**config.mk**
```make
export PLATFORM = sky130hd
export DESIGN_NAME = websocket_frame_deframer
export DESIGN_NICKNAME = d
export VERILOG_FILES = /design/src/rtl/wfd_pkg.sv /design/src/rtl/wfd_parser.sv /design/src/rtl/wfd_queue.sv /design/src/rtl/wfd_emitter.sv /design/src/rtl/websocket_frame_deframer.sv
export VERILOG_INCLUDE_DIRS = /design/src /design/src/rtl
export SDC_FILE = /design/constraint.sdc
export NUM_CORES = 1
export LEC_CHECK = 0
export BUFFER_PORTS_ARGS = -buffer_cell sky130_fd_sc_hd__buf_4
export CAP_MARGIN = 20
export CORE_MARGIN = 2
export CORE_UTILIZATION = 35
export DETAILED_ROUTE_END_ITERATION = 6
export SETUP_SLACK_MARGIN = 0.02
export SLEW_MARGIN = 20
export SYNTH_ARGS = -nofsm -noshare
export SYNTH_HDL_FRONTEND = slang
export SYNTH_HIERARCHICAL = 1
export SYNTH_SLANG_ARGS = --single-unit
export TNS_END_PERCENT = 50
```
**constraint.sdc**
```tcl
create_clock -name aclk -period 4.7 [get_ports aclk]
set_clock_uncertainty 0.05 [all_clocks]
set_input_delay 0 -clock aclk [delete_from_list [all_inputs] [get_ports aclk]]
set_output_delay 0 -clock aclk [all_outputs]
set_load 0.005 [all_outputs]
```
**src/rtl/websocket_frame_deframer_defines.svh**
```systemverilog
// Assertion macros shared by the deframer RTL.
// No dependencies; included by files that carry concurrent checks.
`ifndef WEBSOCKET_FRAME_DEFRAMER_DEFINES_SVH
`define WEBSOCKET_FRAME_DEFRAMER_DEFINES_SVH

// expr must never hold at a clock edge outside reset
`define WFD_ASSERT_NEVER(name, clk, rst_n, expr) \
    name: assert property (@(posedge clk) disable iff (!rst_n) !(expr)) \
        else $error("check failed: forbidden condition");

// whenever ante holds, cons holds at the next clock edge
`define WFD_ASSERT_NEXT(name, clk, rst_n, ante, cons) \
    name: assert property (@(posedge clk) disable iff (!rst_n) (ante) |=> (cons)) \
        else $error("check failed: next-cycle consequence");

`endif

```
**src/rtl/wfd_pkg.sv**
```systemverilog
// Types and constants of the WebSocket frame deframer.
// No dependencies; imported by every deframer module.
`default_nettype none

package wfd_pkg;

    typedef enum logic [2:0] {
        PH_HDR0,
        PH_HDR1,
        PH_EXTLEN,
        PH_MASKKEY,
        PH_PAYLOAD,
        PH_HALTED,
        PH_CLOSED
    } phase_t;

    localparam logic [3:0]  OP_CLOSE      = 4'h8;
    localparam logic [6:0]  LEN_SHORT_MAX = 7'd125;
    localparam logic [6:0]  LEN_CODE_16   = 7'd126;
    localparam logic [2:0]  EXT16_BYTES_M1 = 3'd1;
    localparam logic [2:0]  EXT64_BYTES_M1 = 3'd7;
    localparam logic [2:0]  KEY_BYTES_M1  = 3'd3;

    localparam logic [1:0]  ST_NORMAL = 2'd0;
    localparam logic [1:0]  ST_REJECT = 2'd1;
    localparam logic [1:0]  ST_CLOSED = 2'd2;

    localparam logic [31:0] LENGTH_CAP_RESET = 32'h4000_0000;

    localparam int unsigned Q_DEPTH = 2;

    // request passed from the parser to the output side
    typedef struct packed {
        logic [7:0] raw;
        logic [7:0] key;
        logic       has_data;
        logic [3:0] opcode;
        logic       last;
        logic [1:0] status;
    } q_entry_t;

endpackage

`default_nettype wire

```
**src/rtl/wfd_parser.sv**
```systemverilog
// Front end: header parser that classifies each received byte.
// Depends on wfd_pkg and websocket_frame_deframer_defines.svh.
`default_nettype none
`include "websocket_frame_deframer_defines.svh"

module wfd_parser (
    input  logic              aclk,
    input  logic              aresetn,
    input  logic              in_valid,
    output logic              in_ready,
    input  logic [7:0]        in_byte,
    input  logic [31:0]       length_cap,
    input  logic              q_full,
    output logic              push,
    output wfd_pkg::q_entry_t push_entry
);
    import wfd_pkg::*;

    phase_t      phase_reg, phase_next;
    logic [3:0]  opcode_reg, opcode_next;
    logic        mask_reg, mask_next;
    logic [31:0] acc_reg, acc_next;
    logic        ovf_reg, ovf_next;
    logic [2:0]  cnt_reg, cnt_next;
    logic [31:0] key_reg, key_next;
    logic [31:0] remain_reg, remain_next;
    logic [1:0]  pos_reg, pos_next;

    logic        fire;
    logic [6:0]  code;
    logic [31:0] ext_lo;
    logic        ext_ovf;
    logic        len_complete;
    logic [31:0] len_val;
    logic        len_ovf;
    logic        len_reject;
    logic        masked;
    logic        hdr_complete;
    logic [31:0] hdr_len;
    logic        is_close;
    logic        pay_last;
    logic [7:0]  key_byte;
    phase_t      after_header;
    phase_t      after_length;

    assign in_ready = !q_full;
    assign fire     = in_valid && in_ready;
    assign code     = in_byte[6:0];
    assign ext_lo   = {acc_reg[23:0], in_byte};
    assign ext_ovf  = ovf_reg || (acc_reg[31:24] != 8'd0);
    assign is_close = (opcode_reg == OP_CLOSE);
    assign pay_last = (remain_reg == 32'd1);

    always_comb begin
        len_complete = 1'b0;
        len_val      = 32'd0;
        len_ovf      = 1'b0;
        masked       = mask_reg;
        hdr_complete = 1'b0;
        hdr_len      = remain_reg;
        case (phase_reg)
            PH_HDR1: begin
                len_complete = (code <= LEN_SHORT_MAX);
                len_val      = {25'd0, code};
                masked       = in_byte[7];
            end
            PH_EXTLEN: begin
                len_complete = (cnt_reg == 3'd0);
                len_val      = ext_lo;
                len_ovf      = ext_ovf;
            end
            PH_MASKKEY: begin
                hdr_complete = (cnt_reg == 3'd0);
            end
            default: begin
            end
        endcase
        len_reject = len_ovf || (len_val > length_cap);
        if (len_complete && !len_reject && !masked) begin
            hdr_complete = 1'b1;
            hdr_len      = len_val;
        end
        if (hdr_len == 32'd0) begin
            after_header = is_close ? PH_CLOSED : PH_HDR0;
        end else begin
            after_header = PH_PAYLOAD;
        end
        if (len_reject) begin
            after_length = PH_HALTED;
        end else if (masked) begin
            after_length = PH_MASKKEY;
        end else begin
            after_length = after_header;
        end
    end

    always_comb begin
        case (pos_reg)
            2'd0:    key_byte = key_reg[31:24];
            2'd1:    key_byte = key_reg[23:16];
            2'd2:    key_byte = key_reg[15:8];
            default: key_byte = key_reg[7:0];
        endcase
    end

    // next state
    always_comb begin
        phase_next = phase_reg;
        if (fire) begin
            case (phase_reg)
                PH_HDR0: phase_next = PH_HDR1;
                PH_HDR1: begin
                    phase_next = len_complete ? after_length : PH_EXTLEN;
                end
                PH_EXTLEN: begin
                    if (len_complete) phase_next = after_length;
                end
                PH_MASKKEY: begin
                    if (hdr_complete) phase_next = after_header;
                end
                PH_PAYLOAD: begin
                    if (pay_last) phase_next = is_close ? PH_CLOSED : PH_HDR0;
                end
                PH_HALTED: phase_next = PH_HALTED;
                PH_CLOSED: phase_next = PH_CLOSED;
                default:   phase_next = PH_HDR0;
            endcase
        end
    end

    // outputs and datapath
    always_comb begin
        opcode_next = opcode_reg;
        mask_next   = mask_reg;
        acc_next    = acc_reg;
        ovf_next    = ovf_reg;
        cnt_next    = cnt_reg;
        key_next    = key_reg;
        remain_next = remain_reg;
        pos_next    = pos_reg;
        push        = 1'b0;
        push_entry  = '{raw: 8'd0, key: 8'd0, has_data: 1'b0, opcode: opcode_reg,
                        last: 1'b1, status: ST_NORMAL};
        if (fire) begin
            case (phase_reg)
                PH_HDR0: opcode_next = in_byte[3:0];
                PH_HDR1: begin
                    mask_next = in_byte[7];
                    acc_next  = 32'd0;
                    ovf_next  = 1'b0;
                    cnt_next  = (code == LEN_CODE_16) ? EXT16_BYTES_M1 : EXT64_BYTES_M1;
                end
                PH_EXTLEN: begin
                    acc_next = ext_lo;
                    ovf_next = ext_ovf;
                    if (!len_complete) cnt_next = cnt_reg - 3'd1;
                end
                PH_MASKKEY: begin
                    key_next = {key_reg[23:0], in_byte};
                    if (!hdr_complete) cnt_next = cnt_reg - 3'd1;
                end
                PH_PAYLOAD: begin
                    push                = 1'b1;
                    push_entry.raw      = in_byte;
                    push_entry.key      = mask_reg ? key_byte : 8'd0;
                    push_entry.has_data = 1'b1;
                    push_entry.last     = pay_last;
                    push_entry.status   = (pay_last && is_close) ? ST_CLOSED : ST_NORMAL;
                    pos_next            = pos_reg + 2'd1;
                    remain_next         = remain_reg - 32'd1;
                end
                default: begin
                end
            endcase
            if (len_complete) begin
                if (len_reject) begin
                    push              = 1'b1;
                    push_entry.status = ST_REJECT;
                end else begin
                    remain_next = len_val;
                    if (masked) begin
                        key_next = 32'd0;
                        cnt_next = KEY_BYTES_M1;
                    end
                end
            end
            if (hdr_complete) begin
                pos_next = 2'd0;
                if (hdr_len == 32'd0) begin
                    push              = 1'b1;
                    push_entry.status = is_close ? ST_CLOSED : ST_NORMAL;
                end
            end
        end
    end

    always_ff @(posedge aclk) begin
        if (!aresetn) begin
            phase_reg  <= PH_HDR0;
            opcode_reg <= 4'd0;
            mask_reg   <= 1'b0;
            acc_reg    <= 32'd0;
            ovf_reg    <= 1'b0;
            cnt_reg    <= 3'd0;
            key_reg    <= 32'd0;
            remain_reg <= 32'd0;
            pos_reg    <= 2'd0;
        end else begin
            phase_reg  <= phase_next;
            opcode_reg <= opcode_next;
            mask_reg   <= mask_next;
            acc_reg    <= acc_next;
            ovf_reg    <= ovf_next;
            cnt_reg    <= cnt_next;
            key_reg    <= key_next;
            remain_reg <= remain_next;
            pos_reg    <= pos_next;
        end
    end

    `WFD_ASSERT_NEVER(a_no_req_when_stopped, aclk, aresetn,
        push && (phase_reg == PH_HALTED || phase_reg == PH_CLOSED))
    `WFD_ASSERT_NEXT(a_halt_sticks, aclk, aresetn,
        phase_reg == PH_HALTED, phase_reg == PH_HALTED)
    `WFD_ASSERT_NEVER(a_req_needs_byte, aclk, aresetn, push && !fire)

endmodule

`default_nettype wire

```
**src/rtl/wfd_queue.sv**
```systemverilog
// Two-entry request queue between parser and output stage.
// Depends on wfd_pkg and websocket_frame_deframer_defines.svh.
`default_nettype none
`include "websocket_frame_deframer_defines.svh"

module wfd_queue (
    input  logic              aclk,
    input  logic              aresetn,
    input  logic              push,
    input  wfd_pkg::q_entry_t push_entry,
    output logic              full,
    input  logic              pop,
    output logic              not_empty,
    output wfd_pkg::q_entry_t pop_entry
);
    import wfd_pkg::*;

    q_entry_t   slot_reg [Q_DEPTH];
    logic       wr_ptr_reg, wr_ptr_next;
    logic       rd_ptr_reg, rd_ptr_next;
    logic [1:0] count_reg, count_next;

    assign full      = (count_reg == 2'(Q_DEPTH));
    assign not_empty = (count_reg != 2'd0);
    assign pop_entry = slot_reg[rd_ptr_reg];

    always_comb begin
        wr_ptr_next = push ? !wr_ptr_reg : wr_ptr_reg;
        rd_ptr_next = pop ? !rd_ptr_reg : rd_ptr_reg;
        count_next  = count_reg + {1'b0, push} - {1'b0, pop};
    end

    always_ff @(posedge aclk) begin
        if (push) slot_reg[wr_ptr_reg] <= push_entry;
    end

    always_ff @(posedge aclk) begin
        if (!aresetn) begin
            wr_ptr_reg <= 1'b0;
            rd_ptr_reg <= 1'b0;
            count_reg  <= 2'd0;
        end else begin
            wr_ptr_reg <= wr_ptr_next;
            rd_ptr_reg <= rd_ptr_next;
            count_reg  <= count_next;
        end
    end

    `WFD_ASSERT_NEVER(a_no_overflow, aclk, aresetn, push && full)
    `WFD_ASSERT_NEVER(a_no_underflow, aclk, aresetn, pop && !not_empty)
    `WFD_ASSERT_NEXT(a_count_tracks, aclk, aresetn, push && !pop,
        count_reg == $past(count_reg) + 2'd1)

endmodule

`default_nettype wire

```
**src/rtl/wfd_emitter.sv**
```systemverilog
// Back end: unmasks queued requests into the result output register.
// Depends on wfd_pkg.
`default_nettype none

module wfd_emitter (
    input  logic              aclk,
    input  logic              aresetn,
    input  logic              q_not_empty,
    input  wfd_pkg::q_entry_t q_entry,
    output logic              pop,
    output logic              out_valid,
    input  logic              out_ready,
    output logic [7:0]        out_data_byte,
    output logic              out_has_data,
    output logic [3:0]        out_frame_opcode,
    output logic              out_last_of_frame,
    output logic [1:0]        out_status
);
    import wfd_pkg::*;

    logic       valid_reg, valid_next;
    logic [7:0] data_reg;
    logic       has_reg;
    logic [3:0] opcode_reg;
    logic       last_reg;
    logic [1:0] status_reg;

    assign pop        = q_not_empty && (!valid_reg || out_ready);
    assign valid_next = pop || (valid_reg && !out_ready);

    always_ff @(posedge aclk) begin
        if (!aresetn) begin
            valid_reg <= 1'b0;
        end else begin
            valid_reg <= valid_next;
        end
    end

    always_ff @(posedge aclk) begin
        if (pop) begin
            data_reg   <= q_entry.has_data ? (q_entry.raw ^ q_entry.key) : 8'd0;
            has_reg    <= q_entry.has_data;
            opcode_reg <= q_entry.opcode;
            last_reg   <= q_entry.last;
            status_reg <= q_entry.status;
        end
    end

    assign out_valid         = valid_reg;
    assign out_data_byte     = data_reg;
    assign out_has_data      = has_reg;
    assign out_frame_opcode  = opcode_reg;
    assign out_last_of_frame = last_reg;
    assign out_status        = status_reg;

endmodule

`default_nettype wire

```
**src/rtl/websocket_frame_deframer.sv**
```systemverilog
// WebSocket frame deframer top level: parser, request queue, output stage,
// and the length_cap register on an APB-style port. Depends on wfd_pkg.
//
// Takes one received byte per clock and gives at most one result per byte,
// one per clock sustained. A byte's result is written into the request queue
// at the edge that accepts the byte, then into the output register; s_ready
// drops only while the two-entry request queue is full because m_ready is
// held low. Header, extended length and mask key bytes give no result, but
// an empty frame's last header byte gives one with no data; a too-long
// frame gives one status-1 result and halts the parser until reset; after
// a close frame ends, bytes are still taken but ignored. length_cap (offset 0)
// is to be written by the user only while idle; the block does not enforce it.
`default_nettype none

module websocket_frame_deframer (
    input  logic        aclk,
    input  logic        aresetn,
    input  logic        s_valid,
    output logic        s_ready,
    input  logic [7:0]  s_rx_byte,
    output logic        m_valid,
    input  logic        m_ready,
    output logic [7:0]  m_data_byte,
    output logic        m_has_data,
    output logic [3:0]  m_frame_opcode,
    output logic        m_last_of_frame,
    output logic [1:0]  m_status,
    input  logic        psel,
    input  logic        penable,
    input  logic        pwrite,
    input  logic [2:0]  paddr,
    input  logic [31:0] pwdata,
    output logic [31:0] prdata,
    output logic        pready
);
    import wfd_pkg::*;

    logic [31:0] cap_reg, cap_next;
    logic        cap_sel;
    logic        push;
    q_entry_t    push_entry;
    logic        q_full;
    logic        pop;
    logic        q_not_empty;
    q_entry_t    q_entry;

    assign pready  = 1'b1;
    assign cap_sel = (paddr[2] == 1'b0);
    assign prdata  = cap_sel ? cap_reg : 32'd0;

    always_comb begin
        cap_next = cap_reg;
        if (psel && penable && pwrite && cap_sel) cap_next = pwdata;
    end

    always_ff @(posedge aclk) begin
        if (!aresetn) begin
            cap_reg <= LENGTH_CAP_RESET;
        end else begin
            cap_reg <= cap_next;
        end
    end

    wfd_parser u_parser (
        .aclk       (aclk),
        .aresetn    (aresetn),
        .in_valid   (s_valid),
        .in_ready   (s_ready),
        .in_byte    (s_rx_byte),
        .length_cap (cap_reg),
        .q_full     (q_full),
        .push       (push),
        .push_entry (push_entry)
    );

    wfd_queue u_queue (
        .aclk       (aclk),
        .aresetn    (aresetn),
        .push       (push),
        .push_entry (push_entry),
        .full       (q_full),
        .pop        (pop),
        .not_empty  (q_not_empty),
        .pop_entry  (q_entry)
    );

    wfd_emitter u_emitter (
        .aclk              (aclk),
        .aresetn           (aresetn),
        .q_not_empty       (q_not_empty),
        .q_entry           (q_entry),
        .pop               (pop),
        .out_valid         (m_valid),
        .out_ready         (m_ready),
        .out_data_byte     (m_data_byte),
        .out_has_data      (m_has_data),
        .out_frame_opcode  (m_frame_opcode),
        .out_last_of_frame (m_last_of_frame),
        .out_status        (m_status)
    );

endmodule

`default_nettype wire

```
==> results of run 1 <==
==> per-stage QoR <==
step	hold slack, ps	setup slack (ps)
after floorplan	67.5	362
after global placement	210	610
after detailed placement	214	559
after CTS	221	534
after global routing	249	199
final	240	448
==> worst max-delay path, cell delays in order, from the launching register on <==
cell and delay (ps):
dfxtp_1 420, nor3b_2 380, buf_12 210, and2_1 230
ha_1 270, a211o_1 290, a21oi_1 110, o21ai_0 310
nand4b_1 460, a21boi_2 280, a22oi_1 130, a31oi_1 310
nor2b_2 280, buf_12 210
==> layer usage <==
layer / up-vias / share of wire [%] / track usage (%)
met4: 0 / 2.9 / 5.66
li1: 4422 / - / -
met2: 251 / 49 / 30.7
met3: 61 / 4.2 / 1.89
met5: - / 0 / 0
met1: 4464 / 44 / 22.2
==> Yosys cell counts (4+ instances only) <==
master,count
mux2i_1,38
nand3_1,23
a21boi_0,5
o211ai_1,7
o22ai_1,9
a21o_1,5
and4_1,4
nor4_1,11
nor2b_1,78
mux2_4,20
nand4_1,12
xor2_1,9
or3_1,8
o21ai_0,54
a211oi_1,4
and2_1,50
dfxtp_1,148
a31oi_1,7
buf_6,4
inv_1,52
a32oi_1,4
a21oi_1,66
o21a_1,7
edfxtp_1,64
buf_2,8
clkbuf_1,54
nand2_1,114
a22o_1,32
buf_12,5
a222oi_1,8
mux2_2,5
ha_1,42
nor3_1,19
a311oi_1,4
nor2_1,59
nor4_4,4
and3_1,9
a22oi_1,42
==> area by class of cell <==
class,count,share of cell area [%]
clock inverter,12,0.783
clock buffer,32,4.85
timing repair buffer,175,11.3
inverter,52,1.45
tap,402,3.75
sequential,212,36.4
multi-input combinational,816,41.5
==> worst paths after layout <==
path / startpoint / end / slack [ps] / cells past startpoint
worst max-delay path: u_parser/phase_reg[0] / u_queue/slot_reg[0][22] / 450 / 13
worst min register to register: cap_reg[21] / cap_reg[21] / 420 / 2
worst max register to register: u_parser/phase_reg[0] / u_queue/slot_reg[0][22] / 450 / 13
worst min-delay path: pwdata[21] / cap_reg[21] / 240 / 4
==> power breakdown <==
part | switching [mW] | internal (mW) | total (mW) | leakage (nW)
logic | 1.07 | 0.790 | 1.86 | 2.97
clock network | 0.744 | 1.08 | 1.82 | 0.371
registers | 0.133 | 2.13 | 2.27 | 1.82
total | 1.95 | 4.00 | 5.95 | 5.16
==> kinds of logic after synthesis <==
family	synth area share (%)
AO/OA/AOI/OAI	17.4
other	0.0340
AND/OR/NAND/NOR	20.5
multiplexers	6.67
adder cells (fa/ha/maj)	4.76
XOR/XNOR	0.997
flip-flops	44.2
buffers and inverters	5.45
==> cells in the final DEF, fill, tap and decap left out, types with 25 or more instances in the layout <==
| master | instances |
|---|---|
| dfxtp_1 | 148 |
| buf_4 | 115 |
| nand2_1 | 114 |
| nor2b_1 | 76 |
| a21oi_1 | 66 |
| edfxtp_1 | 64 |
| nor2_1 | 58 |
| dlygate4sd3_1 | 56 |
| o21ai_0 | 54 |
| inv_1 | 52 |
| and2_1 | 50 |
| a22oi_1 | 42 |
| ha_1 | 42 |
| mux2i_1 | 38 |
| a22o_1 | 32 |
| clkbuf_16 | 25 |
==> impl_metrics.ini, run 1 <==
[placed_design]
place_congestion = 0.882
portBuffers = 97
dpl.hpwl_um = 19000
placed_area_sq_mm = 0.0121
place_inst = 1600

[sta]
setup_viol = 0
relSlewSlack_pct = 33.3
fin_crit_ps = 4250
fmax_ghz = 0.235
tns_ps = 0
slew_viol_final = 0
min_period_over_period_pct = 90.5
worstMarginPinSlew_ps = 1000
rsz0062_at_grt = false
hold_violations = 0

[hold_path]
min-delay-path-class = in -> reg

[drt]
antenna_left = 0
drt-total-wl_um = 29300
via_per_inst = 5.41
firstDrtPassIters = 6
vias = 9198
drc_errors = 0
drtIter0Drc = 769
post_drt_wl_per_cell_um = 17.2

[clocking]
clkSinkCount = 212
clock_path_buffers = 3
cts_tree = done
clkLatencyLatePin_ps = 530
clockRootBuffer = clkbuf_16
clk_pin_slew_worst_paths_ps = 60
cts_resized = 0
cts_hold_buf = 56
cts_inserted_buffers = 24
cts_setup_buffers = 0
htreeDepth = 1

[logic_synthesis]
synth_cells = 1155
ys_ff_latch = 212
synth_cell_type_count = 78
dominantRegCellSynth = dfxtp_1
synth_warnings = 6
synth_nets = 1247
yosysTopAreaCell = dfxtp_1
post_synth.cell_area_avg_sq_um = 9.56
yosys-top-cells-area = dfxtp_1 (27%), edfxtp_1 (17%), ha_1 (4.8%)
synth-edff-count = 64
ys_seq_area_share_pct = 44.2
yosysTopAreaCellShare_pct = 26.8
async_reset_ff_share_pct = 0
synthesis.area_sq_mm = 0.0110

[grt]
grt_usage_pct = 17.4
grt_overflow_total = 0
grt_pass1_vias = 9023
grt_max_degree = 93
grt_pass1_wl_um = 47200
grt_antenna_before_repair = 0

[run]
drv_cap = 0

[floorplan]
dieArea_sq_mm = 0.0330
rows = 65
io_pins = 101
fp.dieH_um = 182
coreArea_sq_mm = 0.0313
start_util_pct = 35.3
fp.dieW_um = 182

[worst_setup_path]
crit_path_start_kind = register
path_class = reg -> reg
end_kind = register
worstPathMaxFanout = 27
arrival_ps = 4430
worstPathRequired_ps = 4870

[finish]
nets = 1373
design_area_sq_mm = 0.0134
multi_input_area_sq_mm = 0.00558
fillerInstances = 2979
final_layout_size_suffix_gt1_share_pct = 15.9
n_antenna_cell = 0
area_growth_pct = 21.6
regArea_sq_mm = 0.00488
fin_cells = 1701
largest_register_ffs = 48
fin_util_pct = 42.9

[power]
power.leakage_nw = 5.16
total_power_mw = 5.95
peakVddDrop_uv = 284
cellPowerDensity_mw_per_mm2 = 443

[status]
status = finished clean
Note: power is estimated with default switching activity, not from simulation.
==> run 2: changes to the inputs <==
- CORE_UTILIZATION: 35 -> 45
- PLACE_DENSITY: not set -> 0.66
==> impl_metrics.ini, run 2 (synthesis gave the netlist of run 1 again) <==
[sta]
fin_crit_ps = 4010
worstMarginPinSlew_ps = 1040
setup_viol = 0
relSlewSlack_pct = 30.4
tns_ps = 0
rsz0062_at_grt = false
min_period_over_period_pct = 85.2
slew_viol_final = 0
hold_violations = 0
fin_ws_ps = 695
hold_slack_ps = 13.4
fmax_ghz = 0.250

[worst_setup_path]
worstPathMaxFanout = 24
path_class = reg -> reg
cpLargestDelayFamily = simple AND/OR/NAND/NOR gates
slowest_stage = nand4b_1
arrival_ps = 4170
path_buf_inv = 2
crit_path_start_kind = register
slowest_delay_ps = 420
worstPathRequired_ps = 4870
end_kind = register
path_cells = nor3b_2, buf_4, and2_1, ha_1, o21a_1, a21oi_1, o21ai_0, nand4b_1, a21boi_2, a22oi_1, a31oi_1, nor2b_2, buf_12

[grt]
grt_overflow_total = 0
grt_usage_pct = 21.0
grt_pass1_vias = 8651
grt_antenna_before_repair = 0
grt_max_degree = 82
grt_pass1_wl_um = 44500

[placed_design]
portBuffers = 97
post-place-ws_ps = 698
placed_area_sq_mm = 0.0120
place_inst = 1521
dpl.hpwl_um = 18100
place_congestion = 0.899

[drt]
drc_errors = 0
antenna_left = 0
vias = 8962
drt-total-wl_um = 27800
firstDrtPassIters = 5
via_per_inst = 5.58
post_drt_wl_per_cell_um = 17.3
drtIter0Drc = 696

[clocking]
clock_path_buffers = 3
clkLatencyLatePin_ps = 520
cts_tree = done
clkSinkCount = 212
cts_setup_buffers = 0
htreeDepth = 1
clk_pin_slew_worst_paths_ps = 60
clockRootBuffer = clkbuf_16
cts_inserted_buffers = 24
cts_hold_buf = 41
cts_resized = 0

[power]
total_power_mw = 5.89
power.leakage_nw = 5.07
peakVddDrop_uv = 307
cellPowerDensity_mw_per_mm2 = 448

[floorplan]
io_pins = 101
rows = 57
fp.dieW_um = 161
coreArea_sq_mm = 0.0242
start_util_pct = 45.7
fp.dieH_um = 161
dieArea_sq_mm = 0.0258

[finish]
n_antenna_cell = 0
final_layout_size_suffix_gt1_share_pct = 16.2
fin_util_pct = 54.4
area_growth_pct = 19.0
fin_cells = 1605
design_area_sq_mm = 0.0131
largest_register_ffs = 48
layout.cells.most_common_list = dfxtp_1 (148), buf_4 (115), nand2_1 (113)
layout.cells.most_common = dfxtp_1
nets = 1356

[run]
drv_cap = 0

[status]
status = finished clean

[hold_path]
min-delay-path-class = in -> reg
run 2: power by group:
group / total [mW] / internal [mW] / switching (mW)
clock network: 1.83 / 1.08 / 0.747
registers: 2.28 / 2.13 / 0.143
logic: 1.79 / 0.773 / 1.02
total: 5.89 / 3.99 / 1.91
run 2: per-layer routing:
metal  share of wire [%]  wire (um)  GRT usage [%]
met5                   0          0              0
met4                 2.2        618           6.51
met3                 4.9       1370           3.00
met2                  49      13700           36.5
met1                  44      12100           27.2
run 2: worst paths after layout:
path	startpoint	to	slack, ps	cells after the start
worst max register to register	u_parser/phase_reg[0]	u_queue/slot_reg[0][13]	690	13
worst min-delay path	aresetn	u_emitter/out_valid	10	2
worst min register to register	cap_reg[21]	cap_reg[21]	420	2
worst max-delay path	u_parser/phase_reg[0]	u_queue/slot_reg[0][13]	690	13
run 2: final cells by class:
type | count | area [sq um]
Tap cell | 324 | 405
Inverter | 52 | 195
Sequential cell | 212 | 4880
Clock buffer | 31 | 647
Timing Repair Buffer | 158 | 1310
Clock inverter | 12 | 120
Fill cell | 2148 | 11000
Multi-Input combinational cell | 816 | 5580
run 2: worst register-to-register path, stage by stage, from the launching register on:
cell and delay [ps]:
dfxtp_1 340, nor3b_2 390, buf_4 250, and2_1 240
ha_1 270, o21a_1 170, a21oi_1 130, o21ai_0 270
nand4b_1 420, a21boi_2 250, a22oi_1 130, a31oi_1 310
nor2b_2 280, buf_12 210
